===== src/rtl/core/fzs_pkg.sv =====
package fzs_pkg;

	localparam int HGT_W   = 7;
	localparam int IN_W    = 16;
	localparam int X_W     = 21;
	localparam int RAMP_W  = 21;
	localparam int RECIP_W = 22;
	localparam int PROD_W  = RAMP_W + RECIP_W;
	localparam int DEG_W   = 16;
	localparam int DEN_W   = DEG_W + 2;
	localparam int NUM_W   = DEG_W + HGT_W + 2;
	localparam int Q_W     = 15;
	localparam int FRAC_W  = 8;
	localparam int DIVD_W  = NUM_W + FRAC_W;
	localparam int NUM_MF  = 6;
	localparam int FRONT_STAGES = 5;
	localparam int CFG_AW  = 2;

	// membership slots
	localparam int MF_IL = 0;
	localparam int MF_IM = 1;
	localparam int MF_IH = 2;
	localparam int MF_DL = 3;
	localparam int MF_DM = 4;
	localparam int MF_DH = 5;

	localparam logic [CFG_AW-1:0] CFG_H_NO    = 2'd0;
	localparam logic [CFG_AW-1:0] CFG_H_MAYBE = 2'd1;
	localparam logic [CFG_AW-1:0] CFG_H_YES   = 2'd2;

	localparam logic [HGT_W-1:0] H_NO_RST    = 7'd30;
	localparam logic [HGT_W-1:0] H_MAYBE_RST = 7'd60;
	localparam logic [HGT_W-1:0] H_YES_RST   = 7'd80;

	// income breakpoints, income scaled by 20 (one unit is 8192)
	localparam logic [X_W-1:0] X_5U  = 21'd40960;
	localparam logic [X_W-1:0] X_10U = 21'd81920;
	localparam logic [X_W-1:0] X_12U = 21'd98304;
	localparam logic [X_W-1:0] X_16U = 21'd131072;
	localparam logic [X_W-1:0] X_24U = 21'd196608;
	localparam logic [X_W-1:0] X_28U = 21'd229376;
	localparam logic [X_W-1:0] X_30U = 21'd245760;
	localparam logic [X_W-1:0] X_35U = 21'd286720;

	// debt breakpoints in Q8.8
	localparam logic [IN_W-1:0] Y_10 = 16'd2560;
	localparam logic [IN_W-1:0] Y_25 = 16'd6400;
	localparam logic [IN_W-1:0] Y_30 = 16'd7680;
	localparam logic [IN_W-1:0] Y_48 = 16'd12288;
	localparam logic [IN_W-1:0] Y_52 = 16'd13312;
	localparam logic [IN_W-1:0] Y_70 = 16'd17920;
	localparam logic [IN_W-1:0] Y_75 = 16'd19200;
	localparam logic [IN_W-1:0] Y_90 = 16'd23040;

	// ramp divide by 7, 3, 7, 5, 23, 5 as multiply by reciprocal and shift
	typedef logic [RECIP_W-1:0] recip_t;
	localparam recip_t RECIP [NUM_MF] = '{
		22'd599187, 22'd349526, 22'd599187, 22'd419431, 22'd2917777, 22'd419431
	};
	localparam int RSHIFT [NUM_MF] = '{22, 20, 22, 21, 26, 21};

	typedef enum logic [1:0] {
		DK_ZERO,
		DK_FULL,
		DK_RAMP
	} deg_kind_t;

	typedef struct packed {
		logic [HGT_W-1:0] h_no;
		logic [HGT_W-1:0] h_maybe;
		logic [HGT_W-1:0] h_yes;
	} heights_t;

	typedef struct packed {
		logic [NUM_W-1:0] num;
		logic [DEN_W-1:0] den;
	} frac_t;

endpackage


===== src/rtl/core/fzs_fifo.sv =====
module fzs_fifo #(
	parameter int DEPTH = 8
) (
	input  logic                       clk,
	input  logic                       arst_n,
	input  logic                       wr_en,
	input  fzs_pkg::frac_t             wr_data,
	output logic                       rd_valid,
	output fzs_pkg::frac_t             rd_data,
	output logic [$clog2(DEPTH+1)-1:0] count
);
	import fzs_pkg::*;

	localparam int AW = (DEPTH > 1) ? $clog2(DEPTH) : 1;
	localparam int CW = $clog2(DEPTH + 1);

	frac_t          mem [DEPTH];
	logic [AW-1:0]  wptr_q, rptr_q;
	logic [CW-1:0]  count_q;
	logic           rd_valid_q;
	frac_t          rd_data_q;
	logic           pop;

	// the back end never stalls, so drain whenever something is queued
	assign pop = (count_q != '0);

	always_ff @(posedge clk or negedge arst_n) begin
		if (!arst_n) begin
			wptr_q     <= '0;
			rptr_q     <= '0;
			count_q    <= '0;
			rd_valid_q <= 1'b0;
		end else begin
			rd_valid_q <= pop;
			if (wr_en) begin
				wptr_q <= (wptr_q == AW'(DEPTH - 1)) ? '0 : wptr_q + 1'b1;
			end
			if (pop) begin
				rptr_q <= (rptr_q == AW'(DEPTH - 1)) ? '0 : rptr_q + 1'b1;
			end
			count_q <= count_q + CW'(wr_en) - CW'(pop);
		end
	end

	always_ff @(posedge clk) begin
		if (wr_en) begin
			mem[wptr_q] <= wr_data;
		end
		if (pop) begin
			rd_data_q <= mem[rptr_q];
		end
	end

	assign rd_valid = rd_valid_q;
	assign rd_data  = rd_data_q;
	assign count    = count_q;

endmodule


===== config.mk =====
export PLATFORM = sky130hd
export DESIGN_NAME = fzs_fifo
export DESIGN_NICKNAME = d
export VERILOG_FILES = /design/src/rtl/core/fzs_pkg.sv /design/src/rtl/core/fzs_fifo.sv
export SDC_FILE = /design/constraint.sdc
export NUM_CORES = 1
export LEC_CHECK = 0
export BUFFER_PORTS_ARGS = -buffer_cell sky130_fd_sc_hd__buf_4
export CORE_MARGIN = 1.5
export CORE_UTILIZATION = 40
export DETAILED_ROUTE_END_ITERATION = 8
export SKIP_CTS_REPAIR_TIMING = 1
export SYNTH_ARGS = -nofsm -noshare
export SYNTH_HDL_FRONTEND = slang
export SYNTH_SLANG_ARGS = --single-unit

===== constraint.sdc =====
create_clock -name clk -period 8.5 [get_ports clk]
set_input_delay 0.85 -clock clk [delete_from_list [all_inputs] [get_ports clk]]
set_output_delay 0.85 -clock clk [all_outputs]
set_load 0.02 [all_outputs]

== Word-level counts from Yosys, hierarchy flattened ==
Memory sizes are Yosys's and may differ from the RTL's. A register that Yosys moved wholly into a read port is not among the register bits.
Cells that the tools add are included.
Storage, ports and cells
  flip-flop bits (word level): 11
  memory bits (writable): 344
  input bits: 46
  memories: 1
Cells by class
  add/sub/neg operators: 4
  equality and inequality tests: 2
  multiplexer cells: 4
  reductions and logical operators: 1
Memories
  mem: depth 8, bits a word 43, read ports 1, clocked after memory_dff 1, write ports 1, RTL line fzs_fifo.sv:17  | frac_t mem [DEPTH];
Operator list (count)
  $add A3 B1 Y3 const B: 2
  $eq A3 B3 Y1 const B: 2
  $mux W3: 2
  $add A4 B1 Y4: 1
  $reduce_bool A4 Y1: 1
  $sub A4 B1 Y4: 1
  $mux W1: 2

== Depth between registers and ports, before layout ==
Gate-level depths: netlist (run 1).
  word-level depth: 2
  depth in mapped cells: 10
  depth with buffers taken out: 10

== Worst setup path before layout (run 1) ==
OpenSTA, ideal clock, no wires.
  path kind: in2reg
  from: input port wr_en
  to: memory mem[0][0] (netlist bit) (enable)
  library setup time: 0.497 ns
  arrival: 3.888 ns
  required time: 8.003 ns
  path slack: 4.115 ns
  stages: 2
  path buffers: 0
  cells stage by stage: nand2b_1 -> nor3_1
On the way
  cells in the longest elaborated chain, start to end: 2
RTL lines
  start, declared: RTL line fzs_fifo.sv:6  | input logic wr_en,
  $mux W1: RTL line fzs_fifo.sv:46  | if (wr_en) begin
  $mux W1 (implied by the code): RTL line fzs_fifo.sv:47  | mem[wptr_q] <= wr_data;
  end, declared: RTL line fzs_fifo.sv:17
Every way passes these cells.

==> PnR_summary.wiki, run 1 <==
{| class="wikitable"
! Metric !! Value
|-
| Worst clock skew || ~0.0084 ns
|-
| Number of placement rows || 70
|-
| Number of buffers created by CTS || 41
|-
| # nets final || approximately 780
|-
| I/O Buffers || 93
|-
| Clock slew at reported path FFs || 0.06 ns
|-
| Largest fanout of any net on the critical path || 46
|-
| FF-to-FF Start || rptr_q[0]
|-
| Fraction of the core area covered by cells at the end of the flow || 47.6%
|-
| Layout cells sized above 1 || 41.3%
|-
| Post-Synthesis Cells || about 600
|-
| H-Tree Depth || 2
|-
| Largest net degree at the start of global routing || 65
|-
| Worst slew margin || between 30% and 40%
|-
| Number of max-cap violations || 0
|-
| Cell types with the highest counts after synthesis || sky130_fd_sc_hd__edfxtp_1, sky130_fd_sc_hd__mux4_2, sky130_fd_sc_hd__mux2_2
|-
| Starting density of the core || 40.5%
|-
| Area growth from synthesis to layout || 17.5%
|-
| Number of flops mapped to enable cells by yosys || 387
|-
| Series of cell instances along the critical path || buf_4 > mux4_2 > mux2_4
|-
| Number of setup violations in the final report || 0
|-
| Antenna violations before repair || 2
|-
| Count of boundary I/O pins || between 90 and 100
|-
| Highest clock frequency the design can meet || between 300 and 400 MHz
|-
| Shortest period the worst path allows || 3.06 ns
|-
| Weighted congestion at the end of routability-driven global placement || ~0.67
|-
| Endpoint of the lowest-slack register-to-register path || rd_data[25]
|-
| Post-synth cell types || 23
|-
| Clock sinks || between 300 and 400
|-
| Number of DRC violations after detailed routing || 0
|-
| Worst hold path type || primary input to asynchronous set/reset pin
|-
| Worst Reg2Reg Path Length in Cells || 3
|-
| Starting DRC count in detailed routing || approximately 480
|-
| Routed WL per cell || 23.7 um
|-
| Vias in the first global route || 7059
|-
| Total nets after synthesis || between 600 and 700
|-
| CTS tree || yes
|-
| Most used standard cell by instance count after synthesis || sky130_fd_sc_hd__edfxtp_1
|-
| Final total negative setup slack || 0 ns
|-
| Run status || finished, final reports clean
|-
| Final period util || 36.0%
|-
| Global-route congestion overflow total || 0
|-
| Die outline width || 196 um
|-
| Delay contributed by the slowest stage of the critical path || 1.02 ns
|-
| Cell Pwr Density || 356 nW/um2
|-
| Total Die Area || 38300 um2
|-
| Async S/R FF share, synth || 2.76%
|-
| Mean cell area of the mapped netlist || 24.8 um2
|-
| Share of Yosys cell area claimed by the top area cell type || 78.3%
|-
| Count of filler cells inserted in the layout || about 2900
|-
| Top cells by area, synth || sky130_fd_sc_hd__edfxtp_1, sky130_fd_sc_hd__mux4_2, sky130_fd_sc_hd__mux2_2
|-
| Core Box Area || 36600 um2
|-
| Setup slack at placement || approximately 5.3 ns
|-
| Sequential share of the synthesized area || 80.1%
|-
| Count of synthesis-stage warnings from yosys || 0
|-
| Hold Violations, Final || 0
|-
| Number of vias per cell after detailed routing || around 5.2
|-
| Critical Path Sink Type || flop
|-
| CP Data Required Time || slightly below 9 ns
|-
| Unrepaired setup endpoints after global routing || false
|-
| Category of the most critical setup path || flop to flop
|-
| VDD IR-drop max || 0.181 mV
|-
| Die H || slightly below 200 um
|-
| Overall routing resource usage || 15.6%
|-
| Max-slew violation count || 0
|-
| Clock tree root buffer cell || sky130_fd_sc_hd__clkbuf_16
|-
| Cell taking the most area after synthesis || sky130_fd_sc_hd__edfxtp_1
|-
| Mapped Area || 14800 um2
|-
| Buffer depth of the longest clock path || 3
|-
| Fin worst setup slack || between 5 and 6 ns
|-
| Remaining antenna violation count || 0
|-
| First-pass iteration count of the detailed router || 4
|-
| R2r setup slk || 5.44 ns
|-
| Critical-path top delay cell || sky130_fd_sc_hd__dfrtp_4
|-
| Total number of vias || between 6000 and 7000
|-
| # diodes || 0
|-
| Detailed-route wire length || 28800 um
|-
| Detailed-placement wirelength estimate || ~15000 um
|-
| Kind of start point of the critical path || flop
|-
| Standby leakage power || 5.80 nW
|-
| Leading register cell type out of synthesis || sky130_fd_sc_hd__edfxtp_1
|-
| Flop and latch count out of synthesis || 398
|-
| Global-route wire length before repair || 43400 um
|-
| Clock network latency to the later pin of the worst-skew pair || 0.51 ns
|-
| Worst-Margin Slew || 0.969 ns
|-
| Worst path arrival time || approximately 3.3 ns
|}
## per-layer routing
| metal | part of all wire (%) | track usage (%) |
|---|---|---|
| met1 | 41 | 20.0 |
| met5 | 0.10 | 0 |
| met4 | 2.2 | 4.51 |
| met2 | 52 | 27.0 |
| met3 | 4.8 | 3.11 |
## placed cells by master, fill, tap and decap left out
master,count
sky130_fd_sc_hd__clkbuf_1,4
sky130_fd_sc_hd__nor2_4,6
sky130_fd_sc_hd__dfrtp_4,3
sky130_fd_sc_hd__clkbuf_16,41
sky130_fd_sc_hd__a21o_1,2
sky130_fd_sc_hd__inv_6,1
sky130_fd_sc_hd__mux4_2,86
sky130_fd_sc_hd__nor3_1,1
sky130_fd_sc_hd__edfxtp_1,387
sky130_fd_sc_hd__fa_1,1
sky130_fd_sc_hd__inv_1,7
sky130_fd_sc_hd__bufinv_16,6
sky130_fd_sc_hd__o21ai_0,2
sky130_fd_sc_hd__nor2_1,1
sky130_fd_sc_hd__inv_2,1
sky130_fd_sc_hd__nand3b_1,1
sky130_fd_sc_hd__buf_4,104
sky130_fd_sc_hd__dfrtp_1,8
sky130_fd_sc_hd__nor3b_1,1
sky130_fd_sc_hd__nor3_2,2
sky130_fd_sc_hd__xor2_1,2
sky130_fd_sc_hd__nand2b_1,3
sky130_fd_sc_hd__clkinv_1,6
sky130_fd_sc_hd__clkinvlp_4,1
sky130_fd_sc_hd__ha_1,9
sky130_fd_sc_hd__mux2_2,36
sky130_fd_sc_hd__a21oi_1,1
sky130_fd_sc_hd__clkinv_2,12
sky130_fd_sc_hd__mux2_4,10
sky130_fd_sc_hd__nand2_1,4
## through the flow
step                power [W]  area [um2]  hold WS (ns)  instances
floorplan             0.00397       14800         0.524        599
global placement      0.00446       16100         0.539       1146
detailed placement    0.00453       16100         0.548       1146
CTS                   0.00631       17400         0.141       1217
global route          0.00650       17400         0.153       1217
finish                0.00620       17400         0.159       1217
## registers in the layout, indices dropped and copies added (netlist names)
register / flops
rd_valid: 1
count: 4
rd_data: 43
wptr_q: 3
rptr_q: 3
mem: 344
## how the worst max path moves through the flow
stage / cells after the start / slack (ns) / to / from
5_1_grt: 3 / 5.17 / rd_data[36] / rptr_q[0]
6_report: 3 / 5.44 / rd_data[25] / rptr_q[0]
4_1_cts: 3 / 5.32 / rd_data[25] / rptr_q[0]
3_3_place_gp: 3 / 5.44 / rd_data[20] / rptr_q[0]
3_5_place_dp: 3 / 5.33 / rd_data[26] / rptr_q[0]
2_1_floorplan: 2 / 4.12 / mem[0][0] / wr_en
## logic make-up after synthesis
group                    synth area share (%)
multiplexers                             16.8
AND/OR/NAND/NOR                         0.607
XOR/XNOR                                0.118
flip-flops                               80.1
buffers and inverters                    1.24
adder cells (fa/ha/maj)                 0.894
AO/OA/AOI/OAI                           0.202
## worst max-delay path: cells and delay by family (launching register included)
family | cells | cell delay (ns)
buf+inv | 1 | 0.87
flops | 1 | 1.02
mux | 2 | 0.89
## power breakdown
part	internal (W)	switching, W	total (W)
clock	0.00106	0.000699	0.00176
combinational	0.000815	0.000744	0.00156
sequential	0.00262	0.000266	0.00288
total	0.00449	0.00171	0.00620
## cell type report
cell class | instances | area [um2] | area share [%]
sequential | 398 | 11900 | 68.3
multi-input combinational | 168 | 2820 | 16.2
clock buffer | 45 | 1040 | 5.97
clock inverter | 26 | 279 | 1.60
inverter | 8 | 30.0 | 0.172
tap | 468 | 586 | 3.36
timing repair buffer | 104 | 781 | 4.48
(Power assumes the default switching activity.)
==> run 2, diff against run 1 <==
- clock period: 8.5 -> 2.7 ns (I/O delays scaled with it)
==> run 2 against run 1 <==
  * Clock power increased to 3.2 times the previous value
  * Clock-buffer cell count increased by 6
  * Total power increased to 3.2 times the previous value
  * Highest routed layer is now met4
  * Flip-flop and latch count unchanged
  * Wire length increased by 0.86%
  * Combinational power increased to 3.4 times the previous value
  * Critical endpoint is now count[2]
  * Clock skew increased by 0.011 ns
  * Design area increased by 4.4%
  * Register-to-register slack got worse by 4.9 ns
==> PnR_summary.wiki, run 2 (synthesis results as in run 1) <==
{| class="wikitable"
! Metric !! Value
|-
| Run status || finished, final reports clean
|-
| Number of max-cap violations || 0 (unchanged)
|-
| Worst-Margin Slew || 0.885 ns (-0.0838 ns)
|-
| Starting density of the core || 40.5% (unchanged)
|-
| Fin worst setup slack || 0.501 ns (-4.94 ns)
|-
| FF-to-FF Start || count[2]
|-
| Weighted congestion at the end of routability-driven global placement || 0.669 (-0.40%)
|-
| Clock slew at reported path FFs || 0.06 ns (about the same)
|-
| Global-route wire length before repair || 43600 um (+0.36%)
|-
| Worst clock skew || 0.0191 ns (+0.0108 ns)
|-
| Flip-flop count of the largest register after layout || 344 (unchanged)
|-
| Buffer depth of the longest clock path || 3 (unchanged)
|-
| Layout cells sized above 1 || 41.2% (about the same)
|-
| VDD IR-drop max || 0.565 mV (+210%)
|-
| # diodes || 0 (unchanged)
|-
| Count of boundary I/O pins || 94 (unchanged)
|-
| Area of the multi-input gates || 2890 um2 (+2.4%)
|-
| Commonest cells after routing, fill and taps aside || sky130_fd_sc_hd__edfxtp_1, sky130_fd_sc_hd__buf_4, sky130_fd_sc_hd__mux4_2, sky130_fd_sc_hd__dlygate4sd3_1, sky130_fd_sc_hd__clkbuf_16
|-
| Shortest period the worst path allows || 2.20 ns (-0.861 ns)
|-
| Routed WL per cell || 22.8 um (-4.0%)
|-
| Met2 wirelength from detailed routing || 14900 um (-0.38%)
|-
| Die outline width || 196 um (unchanged)
|-
| Share of total power in the clock network || 27.8% (-0.6 points)
|-
| Power share of the sequential group || 45.4% (-1.1 points)
|-
| Unrepaired setup endpoints after global routing || false
|-
| Kind of start point of the critical path || flop
|-
| First-pass iteration count of the detailed router || 4 (unchanged)
|-
| Met1 routed wirelength after detailed routing || 12300 um (+3.8%)
|-
| Total cell area at the placement stage || 16400 um2 (+1.9%)
|-
| Global-route congestion overflow total || 0 (unchanged)
|-
| Number of setup violations in the final report || 0 (unchanged)
|-
| CP Data Required Time || 3.10 ns (-5.66 ns)
|-
| CTS tree || yes
|-
| R2r setup slk || 0.50 ns (-4.94 ns)
|-
| Internal power contribution || 0.0144 W (+220%)
|-
| Antenna violations before repair || 0 (-2)
|-
| Number of buffer and inverter stages on the critical path || 3 (+2)
|-
| Series of cell instances along the critical path || inv_2 > ha_4 > nor3b_4 > clkinvlp_4 > ha_4 > inv_2 > ha_4 > fa_2 > xor2_1
|-
| Final period util || 81.4% (+45 points)
|-
| Hold Violations, Final || 0 (unchanged)
|-
| Design area || 18200 um2 (+4.4%)
|-
| Detailed-placement wirelength estimate || 16000 um (+9.5%)
|-
| Clock network latency to the later pin of the worst-skew pair || 0.53 ns (+0.02 ns)
|-
| Clock tree root buffer cell || sky130_fd_sc_hd__clkbuf_16
|-
| Worst slew margin || 41.0% (+5.6 points)
|-
| Number of cells in the finished layout apart from fillers || 1278 (+5.0%)
|-
| Starting DRC count in detailed routing || 473 (-0.63%)
|-
| Number of placement rows || 70 (unchanged)
|-
| Count of filler cells inserted in the layout || 2903 (-1.5%)
|-
| Total Die Area || 38300 um2 (unchanged)
|-
| Vias in the first global route || 7138 (+1.1%)
|-
| Commonest non-fill, non-tap cell in the layout || sky130_fd_sc_hd__edfxtp_1
|-
| Cell Pwr Density || 1090 nW/um2 (+210%)
|-
| Fraction of the core area covered by cells at the end of the flow || 49.7% (+2.1 points)
|-
| Share of power burned in combinational logic || 26.7% (+1.6 points)
|-
| H-Tree Depth || 2 (unchanged)
|-
| Standby leakage power || 6.08 nW (+4.8%)
|-
| Top layer reached by signal wires || met4
|-
| Fraction of power spent switching nets || 27.9% (+0.32 points)
|-
| Number of DRC violations after detailed routing || 0 (unchanged)
|-
| Overall routing resource usage || 15.5% (-0.034 points)
|-
| Worst path arrival time || 2.60 ns (-0.72 ns)
|-
| Total placed cells including tap cells || 1159 (+1.1%)
|-
| Die H || 196 um (unchanged)
|-
| Crit path max-delay family || adder cells
|-
| Launch instance of the worst min-delay path || wr_en
|-
| I/O Buffers || 93 (unchanged)
|-
| Clock sinks || 398 (unchanged)
|-
| Largest net degree at the start of global routing || 55 (-15%)
|-
| Highest clock frequency the design can meet || 455 MHz (+39%)
|-
| Met3 routed wirelength || 1250 um (-8.8%)
|-
| Setup slack at placement || 0.466 ns (-4.87 ns)
|-
| Total number of vias || 6572 (+3.4%)
|-
| Most frequent CP cell || sky130_fd_sc_hd__ha_4
|-
| Worst hold path type || primary input to flop
|-
| Area growth from synthesis to layout || 22.7%
|-
| Sequential cell area || 11900 um2 (about the same)
|-
| Category of the most critical setup path || flop to flop
|-
| CP Launch Point || count[2]
|-
| Critical Path Sink Type || flop
|-
| # nets final || 834 (+7.3%)
|-
| Largest fanout of any net on the critical path || 6 (-87%)
|-
| Remaining antenna violation count || 0 (unchanged)
|-
| Number of vias per cell after detailed routing || 5.14 (-1.5%)
|-
| Critical-path top delay cell || sky130_fd_sc_hd__dfrtp_2
|-
| Number of buffers created by CTS || 41 (unchanged)
|-
| Register ranked first by flip-flop count || mem
|-
| Delay contributed by the slowest stage of the critical path || 0.40 ns (-0.62 ns)
|-
| Core Box Area || 36600 um2 (unchanged)
|-
| Switching pwr || 0.00555 W (+220%)
|-
| Detailed-route wire length || 29100 um (+0.86%)
|-
| Max-slew violation count || 0 (unchanged)
|}
==> run 2: cell count changes in the layout (fill, tap and decap cells not counted), sizes merged <==
cell	change
inv	-1
clkinvlp	+4
buf	+13
clkinv	-3
dlygate4sd3	+44
bufinv	-2
clkbuf	+6
==> run 2: path summary, 6_finish.rpt <==
| path | end | cells past startpoint |
|---|---|---|
| worst min register to register | wptr_q[2] | 1 |
| worst max register to register | count[2] | 9 |
| max in group asynchronous | rptr_q[0] | 2 |
| min in group asynchronous | wptr_q[1] | 2 |
| worst min-delay path | wptr_q[1] | 2 |
| worst max-delay path | count[2] | 9 |
==> run 2: final cells by class <==
cell class / count / area share [%]
inverter: 8 / 0.186
clock inverter: 24 / 1.28
sequential: 398 / 65.4
tap: 468 / 3.22
timing repair buffer: 161 / 8.00
clock buffer: 51 / 6.07
multi-input combinational: 168 / 15.8
==> run 2: power groups by stage <==
stage          combinational (W)  clock [W]  sequential, W
2_1_floorplan            0.00347          0        0.00912
3_3_place_gp             0.00528          0        0.00916
3_5_place_dp             0.00539          0        0.00921
4_1_cts                  0.00541    0.00567        0.00910
5_1_grt                  0.00572    0.00589        0.00920
6_report                 0.00533    0.00555        0.00905
==> run 2: through the flow <==
step                hold WS, ns  setup TNS (ns)  total power, W
global placement          0.119               0          0.0144
finish                   0.0221               0          0.0199
detailed placement        0.126               0          0.0146
CTS                      -0.445               0          0.0202
floorplan               -0.0256          -28.78          0.0126
global route             0.0168               0          0.0208
==> run 2: per-layer routing <==
metal  up-vias  global-route usage [%]
li1       2886                       -
met1      3485                    19.7
met2       154                    27.2
met3        47                    2.97
met4         0                    4.65
met5         -                       0
==> run 3, diff against run 2 <==
- ABC_AREA: default -> 1
- clock period: 2.7 -> 1.96 ns (I/O delays scaled with it)
==> run 3 against run 2 <==
  * First-iteration DRC count up 32%
  * Worst hold slack better by 0.023 ns
  * Clock power up 35%
==> PnR_summary.wiki, run 3 <==
{| class="wikitable"
! Metric !! Value
|-
| Run status || finished, final reports clean
|-
| Async S/R FF share, synth || 2.76% (unchanged)
|-
| Global-route congestion overflow total || 0 (unchanged)
|-
| Cell types with the highest counts after synthesis || sky130_fd_sc_hd__nand2_1, sky130_fd_sc_hd__edfxtp_1, sky130_fd_sc_hd__inv_1
|-
| Detailed-route wire length || 35900 um (+24%)
|-
| Buffer depth of the longest clock path || 3 (unchanged)
|-
| Detailed-placement wirelength estimate || 19100 um (+20%)
|-
| Clock tree root buffer cell || sky130_fd_sc_hd__clkbuf_16
|-
| Core Box Area || 41800 um2 (+14%)
|-
| Flip-flop count of the largest register after layout || 344 (unchanged)
|-
| Cell Pwr Density || 1430 nW/um2 (+30%)
|-
| Vias in the first global route || 10500 (+46%)
|-
| Number of setup violations in the final report || 0 (unchanged)
|-
| Top layer reached by signal wires || met4
|-
| Final period util || 91.4% (+9.9 points)
|-
| Fraction of the core area covered by cells at the end of the flow || 48.5% (-1.2 points)
|-
| Worst slew margin || 50.2% (+9.2 points)
|-
| Worst clock skew || 0.0181 ns (-0.00104 ns)
|-
| CTS tree || yes
|-
| Post-Synthesis Cells || 1596 (+170%)
|-
| Overall routing resource usage || 16.8% (+1.3 points)
|-
| R2r setup slk || 0.17 ns (-0.33 ns)
|-
| Largest net degree at the start of global routing || 69 (+25%)
|-
| Worst hold path type || primary input to asynchronous set/reset pin
|-
| Commonest non-fill, non-tap cell in the layout || sky130_fd_sc_hd__nand2_1
|-
| Worst-Margin Slew || 0.746 ns (-0.138 ns)
|-
| Antenna violations before repair || 2 (+2)
|-
| Total placed cells including tap cells || 2196 (+89%)
|-
| Largest fanout of any net on the critical path || 2 (-4)
|-
| Remaining antenna violation count || 0 (unchanged)
|-
| Global-route wire length before repair || 56500 um (+30%)
|-
| Number of placement rows || 75 (+7.1%)
|-
| Die outline width || 208 um (+6.5%)
|-
| Standby leakage power || 9.12 nW (+50%)
|-
| Leading register cell type out of synthesis || sky130_fd_sc_hd__edfxtp_1
|-
| Weighted congestion at the end of routability-driven global placement || 0.707 (+5.6%)
|-
| Clock sinks || 398 (unchanged)
|-
| Share of Yosys cell area claimed by the top area cell type || 68.9% (-9.4 points)
|-
| Most used standard cell by instance count after synthesis || sky130_fd_sc_hd__nand2_1
|-
| Number of vias per cell after detailed routing || 4.60 (-11%)
|-
| Number of buffers created by CTS || 43 (+4.9%)
|-
| Starting DRC count in detailed routing || 623 (+32%)
|-
| Crit path max-delay family || adder cells
|-
| H-Tree Depth || 2 (unchanged)
|-
| Number of buffer and inverter stages on the critical path || 2 (-1)
|-
| Critical Path Sink Type || flop
|-
| Number of max-cap violations || 0 (unchanged)
|-
| Critical-path top delay cell || sky130_fd_sc_hd__dfrtp_2
|-
| Area growth from synthesis to layout || 20.0%
|-
| Met1 routed wirelength after detailed routing || 15500 um (+27%)
|-
| Commonest cells after routing, fill and taps aside || sky130_fd_sc_hd__nand2_1, sky130_fd_sc_hd__edfxtp_1, sky130_fd_sc_hd__inv_1, sky130_fd_sc_hd__nand3_1, sky130_fd_sc_hd__buf_4
|-
| Total cell area at the placement stage || 18500 um2 (+13%)
|-
| I/O Buffers || 93 (unchanged)
|-
| Layout cells sized above 1 || 11.8% (-29 points)
|-
| CP Data Required Time || 2.38 ns (-0.72 ns)
|-
| Post-synth cell types || 18 (-22%)
|-
| Series of cell instances along the critical path || inv_2 > ha_4 > nand3_4 > ha_4 > inv_2 > ha_4 > fa_2 > xor2_1
|-
| Die H || 208 um (+6.5%)
|-
| Sequential share of the synthesized area || 70.5% (-9.7 points)
|-
| Worst path arrival time || 2.21 ns (-0.39 ns)
|-
| Met2 wirelength from detailed routing || 17700 um (+19%)
|-
| Cell taking the most area after synthesis || sky130_fd_sc_hd__edfxtp_1
|-
| Met3 routed wirelength || 1840 um (+47%)
|-
| Highest clock frequency the design can meet || 558 MHz (+23%)
|-
| Routed WL per cell || 15.5 um (-32%)
|-
| Most frequent CP cell || sky130_fd_sc_hd__ha_4
|-
| Clock network latency to the later pin of the worst-skew pair || 0.55 ns (+0.02 ns)
|-
| Total Die Area || 43400 um2 (+14%)
|-
| Count of synthesis-stage warnings from yosys || 0 (unchanged)
|-
| Category of the most critical setup path || flop to flop
|-
| # nets final || 1803 (+120%)
|-
| Design area || 20300 um2 (+11%)
|-
| Top cells by area, synth || sky130_fd_sc_hd__edfxtp_1, sky130_fd_sc_hd__nand2_1, sky130_fd_sc_hd__inv_1
|-
| Count of boundary I/O pins || 94 (unchanged)
|-
| Max-slew violation count || 0 (unchanged)
|-
| Number of flops mapped to enable cells by yosys || 387 (unchanged)
|-
| Unrepaired setup endpoints after global routing || false
|-
| Number of DRC violations after detailed routing || 0 (unchanged)
|-
| Delay contributed by the slowest stage of the critical path || 0.42 ns (+0.02 ns)
|-
| Clock slew at reported path FFs || 0.06 ns (about the same)
|-
| Shortest period the worst path allows || 1.79 ns (-0.408 ns)
|-
| Final hold slack || 0.0455 ns (+0.0234 ns)
|-
| First-pass iteration count of the detailed router || 6 (+2)
|-
| Starting density of the core || 40.4% (-0.12 points)
|-
| Total nets after synthesis || 1652 (+150%)
|-
| Flop and latch count out of synthesis || 398 (unchanged)
|-
| Kind of start point of the critical path || flop
|-
| Hold Violations, Final || 0 (unchanged)
|-
| Total number of vias || 10700 (+62%)
|-
| Mapped Area || 16900 um2 (+14%)
|-
| VDD IR-drop max || 0.931 mV (+65%)
|-
| Number of cells in the finished layout apart from fillers || 2319 (+81%)
|-
| Register ranked first by flip-flop count || mem
|-
| Final total negative setup slack || 0 ns (unchanged)
|-
| Mean cell area of the mapped netlist || 10.6 um2 (-57%)
|}
## run 3: cell types whose count changed after synthesis, moves of 4 or more
cell	delta
sky130_fd_sc_hd__inv_1	+349
sky130_fd_sc_hd__buf_6	+11
sky130_fd_sc_hd__mux2_4	-10
sky130_fd_sc_hd__nand2_1	+564
sky130_fd_sc_hd__mux2_2	-36
sky130_fd_sc_hd__mux4_2	-86
sky130_fd_sc_hd__o21ai_0	+4
sky130_fd_sc_hd__nand3_1	+178
sky130_fd_sc_hd__buf_2	+27
## run 3: power breakdown
part	internal, W	switching [W]
Sequential	0.0111	0.000469
Clock	0.00437	0.00314
Combinational	0.00335	0.00641
## run 3: final timing paths
check                            start    endpoint  depth (start not counted)
max in group asynchronous       arst_n   rptr_q[0]                          2
setup reg to reg              count[2]    count[2]                          8
min in group clk           wr_data[11]  mem[6][11]                          2
hold reg to reg              wptr_q[2]   wptr_q[2]                          2
setup / recovery              count[2]    count[2]                          8
hold / removal                  arst_n    count[1]                          2
## run 3: cell families after synthesis
| group | synth area share [%] |
|---|---|
| buffers and inverters | 10.3 |
| flip-flops | 70.5 |
| AND/OR/NAND/NOR | 18.1 |
| AO/OA/AOI/OAI | 0.208 |
| adder cells (fa/ha/maj) | 0.786 |
| XOR/XNOR | 0.104 |
## run 3: worst register-to-register path, cell delays in order (launching register included)
cell and delay, ns:
sky130_fd_sc_hd__dfrtp_2 0.42, sky130_fd_sc_hd__inv_2 0.08, sky130_fd_sc_hd__ha_4 0.13, sky130_fd_sc_hd__nand3_4 0.09, sky130_fd_sc_hd__ha_4 0.28, sky130_fd_sc_hd__inv_2 0.04, sky130_fd_sc_hd__ha_4 0.15, sky130_fd_sc_hd__fa_2 0.33
sky130_fd_sc_hd__xor2_1 0.15
## run 3: area by class of cell
cell class,count,area (um2)
clock buffers,61,1190
multi-input cells,773,3350
repair buffers,172,1650
flip-flops and latches,398,11900
diodes,2,5.00
fillers,3689,21500
clock inverters,15,111
inverters,359,1350
well taps,539,674
## run 3: layer usage
layer / track usage [%] / vias to the layer above
li1: - / 5302
met1: 20.8 / 5063
met2: 29.4 / 239
met3: 3.56 / 63
met4: 5.51 / 0
met5: 0 / -
## run 3: through the flow
step | setup slack (ns) | total power [W]
global route | 0.113 | 0.0307
finish | 0.169 | 0.0289
detailed placement | 0.168 | 0.0216
CTS | 0.158 | 0.0292
floorplan | -0.309 | 0.0182
global placement | 0.224 | 0.0214
